### config.mk
export PLATFORM = sky130hd
export DESIGN_NAME = integer_to_radix_ascii_unit
export DESIGN_NICKNAME = d
export VERILOG_FILES = /design/src/hw/rtl/itr_pkg.sv /design/src/hw/rtl/itr_divider.sv /design/src/hw/rtl/integer_to_radix_ascii_unit.sv
export VERILOG_INCLUDE_DIRS = /design/src /design/src/hw/rtl
export SDC_FILE = /design/constraint.sdc
export NUM_CORES = 1
export LEC_CHECK = 0
export BUFFER_PORTS_ARGS = -buffer_cell sky130_fd_sc_hd__buf_4
export CORE_UTILIZATION = 60
export DETAILED_ROUTE_END_ITERATION = 10
export PLACE_DENSITY = 0.8
export SYNTH_ARGS = -nofsm -noshare
export SYNTH_HDL_FRONTEND = slang
export SYNTH_HIERARCHICAL = 1
export SYNTH_SLANG_ARGS = --single-unit
### constraint.sdc
create_clock -name aclk -period 7.2 [get_ports aclk]
set_input_delay 0.72 -clock aclk [delete_from_list [all_inputs] [get_ports aclk]]
set_output_delay 0.72 -clock aclk [all_outputs]
set_load 0.02 [all_outputs]
### src/hw/rtl/integer_to_radix_ascii_unit_assert.svh
// assertion macros shared by the integer to radix ascii rtl
`ifndef INTEGER_TO_RADIX_ASCII_UNIT_ASSERT_SVH
`define INTEGER_TO_RADIX_ASCII_UNIT_ASSERT_SVH

// condition must hold in the same cycle as the trigger
`define ITR_ASSERT_SAME(lbl, clk, rstn, ante, cons) \
    lbl: assert property (@(posedge clk) disable iff (!(rstn)) (ante) |-> (cons)) \
        else $error("itr assertion failed");

// condition must hold in the cycle after the trigger
`define ITR_ASSERT_NEXT(lbl, clk, rstn, ante, cons) \
    lbl: assert property (@(posedge clk) disable iff (!(rstn)) (ante) |=> (cons)) \
        else $error("itr assertion failed");

`endif

### src/hw/rtl/itr_pkg.sv
// shared types, constants and helpers for the integer to radix ascii unit
`default_nettype none

package itr_pkg;

    // operand and counter widths
    localparam int VALUE_BITS = 32;
    localparam int IDX_W      = $clog2(VALUE_BITS);
    localparam int CNT_W      = $clog2(VALUE_BITS + 1);
    localparam int RADIX_W    = 6;
    localparam int CHAR_W     = 8;
    localparam int DATA_W     = 32;
    localparam int ADDR_W     = 3;
    localparam int REG_IDX_W  = ADDR_W - 2;

    // register map
    localparam logic [REG_IDX_W-1:0] REG_RADIX = REG_IDX_W'(0);

    // radix limits
    localparam logic [RADIX_W-1:0] RADIX_MIN   = RADIX_W'(2);
    localparam logic [RADIX_W-1:0] RADIX_MAX   = RADIX_W'(36);
    localparam logic [RADIX_W-1:0] RADIX_DEC   = RADIX_W'(10);
    localparam logic [RADIX_W-1:0] RADIX_RESET = RADIX_W'(10);

    // character codes
    localparam logic [CHAR_W-1:0] CHAR_MINUS   = 8'h2D;
    localparam logic [CHAR_W-1:0] CHAR_ZERO    = 8'h30;
    localparam logic [CHAR_W-1:0] CHAR_UPPER_A = 8'h41;

    // control sequencer states
    typedef enum logic [2:0] {
        ST_IDLE,
        ST_DIVIDE,
        ST_SIGN,
        ST_READ,
        ST_PUT
    } itr_state_t;

    // divider request and response
    typedef struct packed {
        logic                  start;
        logic [VALUE_BITS-1:0] dividend;
        logic [RADIX_W-1:0]    divisor;
    } itr_div_req_t;

    typedef struct packed {
        logic                  done;
        logic                  busy;
        logic [VALUE_BITS-1:0] quotient;
        logic [RADIX_W-1:0]    remainder;
    } itr_div_rsp_t;

    // digit value to ascii, 0-9 then A-Z
    function automatic logic [CHAR_W-1:0] digit_char(input logic [RADIX_W-1:0] d);
        logic [CHAR_W-1:0] d_ext;
        d_ext = CHAR_W'(d);
        if (d < RADIX_DEC) begin
            return CHAR_ZERO + d_ext;
        end else begin
            return CHAR_UPPER_A + d_ext - CHAR_W'(RADIX_DEC);
        end
    endfunction

endpackage

`default_nettype wire

### src/hw/rtl/itr_divider.sv
// bit-serial restoring divider, one quotient bit per cycle
`default_nettype none

module itr_divider (
    input  wire logic                 aclk,
    input  wire logic                 aresetn,
    input  wire itr_pkg::itr_div_req_t req,
    output itr_pkg::itr_div_rsp_t      rsp
);
    import itr_pkg::*;

    localparam int STEP_W = $clog2(VALUE_BITS);

    logic [VALUE_BITS-1:0] q_reg, q_next;
    logic [RADIX_W-1:0]    rem_reg, rem_next;
    logic [RADIX_W-1:0]    dvs_reg, dvs_next;
    logic [STEP_W-1:0]     step_reg, step_next;
    logic                  busy_reg, busy_next;
    logic                  done_reg, done_next;

    // one shift-subtract step
    logic [RADIX_W:0] trial;
    logic [RADIX_W:0] diff;
    logic             fits;

    assign trial = {rem_reg, q_reg[VALUE_BITS-1]};
    assign diff  = trial - {1'b0, dvs_reg};
    assign fits  = (trial >= {1'b0, dvs_reg});

    always_comb begin
        q_next    = q_reg;
        rem_next  = rem_reg;
        dvs_next  = dvs_reg;
        step_next = step_reg;
        busy_next = busy_reg;
        done_next = 1'b0;
        if (req.start) begin
            q_next    = req.dividend;
            rem_next  = '0;
            dvs_next  = req.divisor;
            step_next = '0;
            busy_next = 1'b1;
        end else if (busy_reg) begin
            q_next    = {q_reg[VALUE_BITS-2:0], fits};
            rem_next  = fits ? diff[RADIX_W-1:0] : trial[RADIX_W-1:0];
            step_next = step_reg + STEP_W'(1);
            if (step_reg == STEP_W'(VALUE_BITS - 1)) begin
                busy_next = 1'b0;
                done_next = 1'b1;
            end
        end
    end

    // control registers
    always_ff @(posedge aclk) begin
        if (!aresetn) begin
            busy_reg <= 1'b0;
            done_reg <= 1'b0;
            step_reg <= '0;
        end else begin
            busy_reg <= busy_next;
            done_reg <= done_next;
            step_reg <= step_next;
        end
    end

    // datapath registers
    always_ff @(posedge aclk) begin
        q_reg   <= q_next;
        rem_reg <= rem_next;
        dvs_reg <= dvs_next;
    end

    assign rsp.done      = done_reg;
    assign rsp.busy      = busy_reg;
    assign rsp.quotient  = q_reg;
    assign rsp.remainder = rem_reg;

`include "integer_to_radix_ascii_unit_assert.svh"

    // a new division never starts over one in progress
    `ITR_ASSERT_SAME(a_start_when_free, aclk, aresetn, req.start, !busy_reg && !done_reg)
    // the final step always raises done
    `ITR_ASSERT_NEXT(a_done_after_last, aclk, aresetn,
        busy_reg && !req.start && (step_reg == STEP_W'(VALUE_BITS - 1)), done_reg && !busy_reg)

endmodule

`default_nettype wire

### src/hw/rtl/integer_to_radix_ascii_unit.sv
// integer to ascii text converter in a configurable radix
//
//  channel   | direction | handshake          | payload
//  ----------+-----------+--------------------+-------------------------------
//  s_        | in        | s_valid / s_ready  | s_value (32-bit, signed only in radix 10)
//  m_        | out       | m_valid / m_ready  | m_char_code, m_last_char
//  apb       | in        | psel / penable     | paddr, pwdata, prdata (radix)
//
// each digit costs one full pass of the bit-serial divider (one quotient bit per cycle),
// and the first character appears only after every digit has been divided out;
// characters then leave one at a time, each through a registered digit store read and a put state.
// a negative decimal value first sends a minus sign from its own sign state.
// reset is synchronous and active low; the radix register resets to ten.
// a stalled m_ready holds the output word and pauses the read-out; s_ready is high only
// while no conversion is in progress.
`default_nettype none

module integer_to_radix_ascii_unit (
    input  wire logic                                  aclk,
    input  wire logic                                  aresetn,
    // input word
    input  wire logic                                  s_valid,
    output logic                                       s_ready,
    input  wire logic signed [itr_pkg::VALUE_BITS-1:0] s_value,
    // result word
    output logic                                       m_valid,
    input  wire logic                                  m_ready,
    output logic [itr_pkg::CHAR_W-1:0]                 m_char_code,
    output logic                                       m_last_char,
    // configuration port
    input  wire logic                                  psel,
    input  wire logic                                  penable,
    input  wire logic                                  pwrite,
    input  wire logic [itr_pkg::ADDR_W-1:0]            paddr,
    input  wire logic [itr_pkg::DATA_W-1:0]            pwdata,
    output logic [itr_pkg::DATA_W-1:0]                 prdata,
    output logic                                       pready
);
    import itr_pkg::*;

    // configuration register
    logic [RADIX_W-1:0] radix_reg;
    logic               cfg_write;
    logic               radix_sel;

    assign pready    = 1'b1;
    assign radix_sel = (paddr[ADDR_W-1:2] == REG_RADIX);
    assign cfg_write = psel && penable && pwrite && pready;
    assign prdata    = radix_sel ? DATA_W'(radix_reg) : '0;

    always_ff @(posedge aclk) begin
        if (!aresetn) begin
            radix_reg <= RADIX_RESET;
        end else if (cfg_write && radix_sel) begin
            radix_reg <= pwdata[RADIX_W-1:0];
        end
    end

    // radix clamped to the supported range
    logic [RADIX_W-1:0] radix_eff;
    always_comb begin
        priority if (radix_reg < RADIX_MIN) begin
            radix_eff = RADIX_MIN;
        end else if (radix_reg > RADIX_MAX) begin
            radix_eff = RADIX_MAX;
        end else begin
            radix_eff = radix_reg;
        end
    end

    // sequencer state and datapath registers
    itr_state_t            state_reg, state_next;
    logic [RADIX_W-1:0]    base_reg, base_next;
    logic                  neg_reg, neg_next;
    logic [VALUE_BITS-1:0] quot_reg, quot_next;
    logic [CNT_W-1:0]      cnt_reg, cnt_next;
    logic [IDX_W-1:0]      idx_reg, idx_next;
    logic                  start_reg, start_next;
    logic                  m_valid_reg, m_valid_next;
    logic [CHAR_W-1:0]     m_char_code_reg, m_char_code_next;
    logic                  m_last_reg, m_last_next;

    // digit store
    logic [RADIX_W-1:0] store_mem [VALUE_BITS];
    logic [RADIX_W-1:0] rd_data_reg;
    logic               wr_en;

    // divider link
    itr_div_req_t div_req;
    itr_div_rsp_t div_rsp;

    assign div_req.start    = start_reg;
    assign div_req.dividend = quot_reg;
    assign div_req.divisor  = base_reg;

    itr_divider u_div (
        .aclk    (aclk),
        .aresetn (aresetn),
        .req     (div_req),
        .rsp     (div_rsp)
    );

    // input decode
    logic                  in_neg;
    logic [VALUE_BITS-1:0] in_bits;
    logic                  out_free;

    assign in_bits  = s_value;
    assign in_neg   = (radix_eff == RADIX_DEC) && s_value[VALUE_BITS-1];
    assign out_free = !m_valid_reg || m_ready;
    assign s_ready  = (state_reg == ST_IDLE);

    // next state and datapath control
    always_comb begin
        state_next       = state_reg;
        base_next        = base_reg;
        neg_next         = neg_reg;
        quot_next        = quot_reg;
        cnt_next         = cnt_reg;
        idx_next         = idx_reg;
        start_next       = 1'b0;
        m_valid_next     = m_valid_reg && !m_ready;
        m_char_code_next = m_char_code_reg;
        m_last_next      = m_last_reg;
        wr_en            = 1'b0;
        unique case (state_reg)
            ST_IDLE: begin
                if (s_valid) begin
                    base_next  = radix_eff;
                    neg_next   = in_neg;
                    quot_next  = in_neg ? (~in_bits + VALUE_BITS'(1)) : in_bits;
                    cnt_next   = '0;
                    start_next = 1'b1;
                    state_next = ST_DIVIDE;
                end
            end
            ST_DIVIDE: begin
                if (div_rsp.done) begin
                    wr_en     = 1'b1;
                    cnt_next  = cnt_reg + CNT_W'(1);
                    quot_next = div_rsp.quotient;
                    if ((div_rsp.quotient == '0) || (cnt_reg == CNT_W'(VALUE_BITS - 1))) begin
                        idx_next   = cnt_reg[IDX_W-1:0];
                        state_next = neg_reg ? ST_SIGN : ST_READ;
                    end else begin
                        start_next = 1'b1;
                    end
                end
            end
            ST_SIGN: begin
                if (out_free) begin
                    m_valid_next     = 1'b1;
                    m_char_code_next = CHAR_MINUS;
                    m_last_next      = 1'b0;
                    state_next       = ST_READ;
                end
            end
            ST_READ: begin
                state_next = ST_PUT;
            end
            ST_PUT: begin
                if (out_free) begin
                    m_valid_next     = 1'b1;
                    m_char_code_next = digit_char(rd_data_reg);
                    m_last_next      = (idx_reg == '0);
                    if (idx_reg == '0) begin
                        state_next = ST_IDLE;
                    end else begin
                        idx_next   = idx_reg - IDX_W'(1);
                        state_next = ST_READ;
                    end
                end
            end
            default: begin
                state_next = ST_IDLE;
            end
        endcase
    end

    // state register
    always_ff @(posedge aclk) begin
        if (!aresetn) begin
            state_reg   <= ST_IDLE;
            start_reg   <= 1'b0;
            m_valid_reg <= 1'b0;
            cnt_reg     <= '0;
            quot_reg    <= '0;
            neg_reg     <= 1'b0;
        end else begin
            state_reg   <= state_next;
            start_reg   <= start_next;
            m_valid_reg <= m_valid_next;
            cnt_reg     <= cnt_next;
            quot_reg    <= quot_next;
            neg_reg     <= neg_next;
        end
    end

    // payload registers
    always_ff @(posedge aclk) begin
        base_reg        <= base_next;
        idx_reg         <= idx_next;
        m_char_code_reg <= m_char_code_next;
        m_last_reg      <= m_last_next;
    end

    // digit store write and registered read
    always_ff @(posedge aclk) begin
        if (wr_en) begin
            store_mem[cnt_reg[IDX_W-1:0]] <= div_rsp.remainder;
        end
        rd_data_reg <= store_mem[idx_reg];
    end

    assign m_valid     = m_valid_reg;
    assign m_char_code = m_char_code_reg;
    assign m_last_char = m_last_reg;

`include "integer_to_radix_ascii_unit_assert.svh"

    // divider results arrive only while dividing
    `ITR_ASSERT_SAME(a_done_in_divide, aclk, aresetn, div_rsp.done, state_reg == ST_DIVIDE)
    // the digit store never overflows
    `ITR_ASSERT_SAME(a_store_in_range, aclk, aresetn, wr_en, cnt_reg < CNT_W'(VALUE_BITS))
    // the minus sign is never the final character
    `ITR_ASSERT_SAME(a_sign_not_last, aclk, aresetn,
        m_valid_reg && (m_char_code_reg == CHAR_MINUS), !m_last_reg)

endmodule

`default_nettype wire

==> metrics.txt <==
CTS resizes 0; logic gate share of total power a little under a quarter; vias in the first global route 8,312; fin crit share 42.8%; vias after detailed routing 8,343; row count 55; worst slack, placed 4.19 ns; clock skew 0.0216 ns; total of max-cap violations 0; drt wl/cell 20.8 um; 1st-pass router iterations 5; die height 156 um; IO Port Bufs 61; initial antenna violation count 0; Die Width 156 um; VDD IR-drop max approximately 0.19 mV; H-tree Lvls 1; IO Pins approximately 120; GRT overflow 0; minimum clock period 3.08 ns; Post-CTS Setup Repair Bufs 0; Iter 0 DRT Violations 656; P&R area growth vs syn 11.0%; Hold WC Path Type in -> reg; Psw 1.66 mW; Core ar. around 23,000 um2; CP endpoint kind register; WP data arrival 3.25 ns; clk sinks 318; routed wire length about 29,000 um; Post-Syn Instances roughly 1,000; Slew @ Worst Pin 1.22 ns; routability congestion estimate 0.840; first-pass GRT wire length 45,500 um; FILL cells 1,530; Final Hold Fails 0; max incr delay on CP 0.71 ns; initial core utilization between 60% and 70%; WP data required 7.38 ns; final setup fails 0; syn_area_per_cell 14.0 um2; setup ws final between 4 and 5 ns; Static Leak roughly 5.5 nW; pin count of the biggest net entering global routing 52; CTS tree built; number of flip-flops in the largest register ~190; synth warn 6; diodes inserted 0; power share of the clock group 28.3%; RR Startpoint state_reg[1]$_SDFFE_PN0P_; cts hold-fix bufs 0; CP Launch Type register; Avg Vias per Cell 5.98; Max Clk Rate around 320 MHz; min-delay src pwdata[1]; full die area 24,300 um2; residual DRC count 0; CTS Buf Count 31; Max Transition Viols Final 0; Setup TNS 0 ns; clk_lat worst skew 0.56 ns; dpl hpwl 18,300 um; Crit-path slowest cell and2_2; NumNets Final approximately 1,200; RSZ-0062 raised after global routing no; share of power burned in registers 47.7%; status completed; Pwr Density ~350 nW/um2; CP max FO 38; CTS root buffer clkbuf_16; Most Frequent Cell on Critical Path nor2_1; GRT Overall Usage 24.5%; Cell Chain, Critical Path nor2_1 > and2_2 > nand3_1 > nor2_1; clk buf depth 3; Critical Path Start state_reg[1]$_SDFFE_PN0P_; share of cells above drive strength 1 between 20% and 30%; Slew Limit Headroom between 10% and 20%; final antenna-violating net count 0; CTS clk-pin slew, worst paths 0.06 ns; Syn Std Cell Area 14,200 um2; critical path class reg -> reg; Pint 3.85 mW; Switching Fraction 30.1%
[power by group through the flow]
| stage | clock (mW) | sequential, mW | combinational (mW) |
|---|---|---|---|
| floorplan | 0 | 2.55 | 1.04 |
| global placement | 0 | 2.64 | 1.28 |
| detailed placement | 0 | 2.66 | 1.31 |
| CTS | 1.58 | 2.62 | 1.33 |
| global route | 1.64 | 2.66 | 1.43 |
| finish | 1.56 | 2.62 | 1.32 |
[cell type report]
| cell class | count | area [um2] | area share [%] |
|---|---|---|---|
| timing repair buffer | 70 | 526 | 3.33 |
| sequential | 318 | 8860 | 56.2 |
| clock buffer | 39 | 836 | 5.30 |
| clock inverter | 18 | 146 | 0.929 |
| inverter | 25 | 93.8 | 0.595 |
| multi-input combinational | 613 | 4910 | 31.1 |
| tap | 313 | 392 | 2.48 |
[cells in the final DEF (no fill, tap or decap), types with 14 or more instances in the layout]
master     instances
clkbuf_16         31
buf_4             70
edfxtp_1         249
a31oi_1           15
nor3_1            14
mux2_2            40
xor2_1            16
inv_1             25
conb_1            28
mux2i_1           15
dfxtp_1           68
nand2_1           52
nand3_1           36
o22ai_1           15
ha_1              18
nor2_1            94
xnor2_1           28
mux4_2            60
a21oi_1           37
o21ai_0           14
[critical path, delay by kind of cell, from the launching register on]
family,cells,cell delay [ns]
flops,1,0.45
simple gates,4,2.22
[metrics by stage]
| step | hold slack, ns | power [mW] | instance area, um2 | instances | util (%) |
|---|---|---|---|---|---|
| 4_1_cts | 0.357 | 5.53 | 15800 | 1396 | 68.8 |
| 6_report | 0.372 | 5.50 | 15800 | 1396 | 68.8 |
| 3_5_place_dp | 0.405 | 3.96 | 14800 | 1339 | 64.5 |
| 5_1_grt | 0.368 | 5.74 | 15800 | 1396 | 68.8 |
| 3_3_place_gp | 0.401 | 3.92 | 14800 | 1339 | 64.5 |
| 2_1_floorplan | 0.400 | 3.59 | 14300 | 1038 | - |
[final timing paths]
kind / to / slack [ns] / cells past startpoint
hold reg to reg: u_div/dvs_reg[0]$_DFFE_PP_ / 0.42 / 0
hold / removal: radix_reg[1]$_SDFFE_PN1P_ / 0.37 / 3
setup reg to reg: store_mem[21][5]$_DFFE_PP_ / 4.12 / 4
setup / recovery: store_mem[21][5]$_DFFE_PP_ / 4.12 / 4
[routing by layer]
metal / GRT usage [%] / vias to the layer above / share of wire (%)
met3: 3.78 / 39 / 7.0
met2: 42.3 / 324 / 51
met5: 0 / - / 0
met4: 7.42 / 0 / 2.2
met1: 32.0 / 4105 / 39
li1: - / 3875 / -
(Power assumes the default switching activity.)
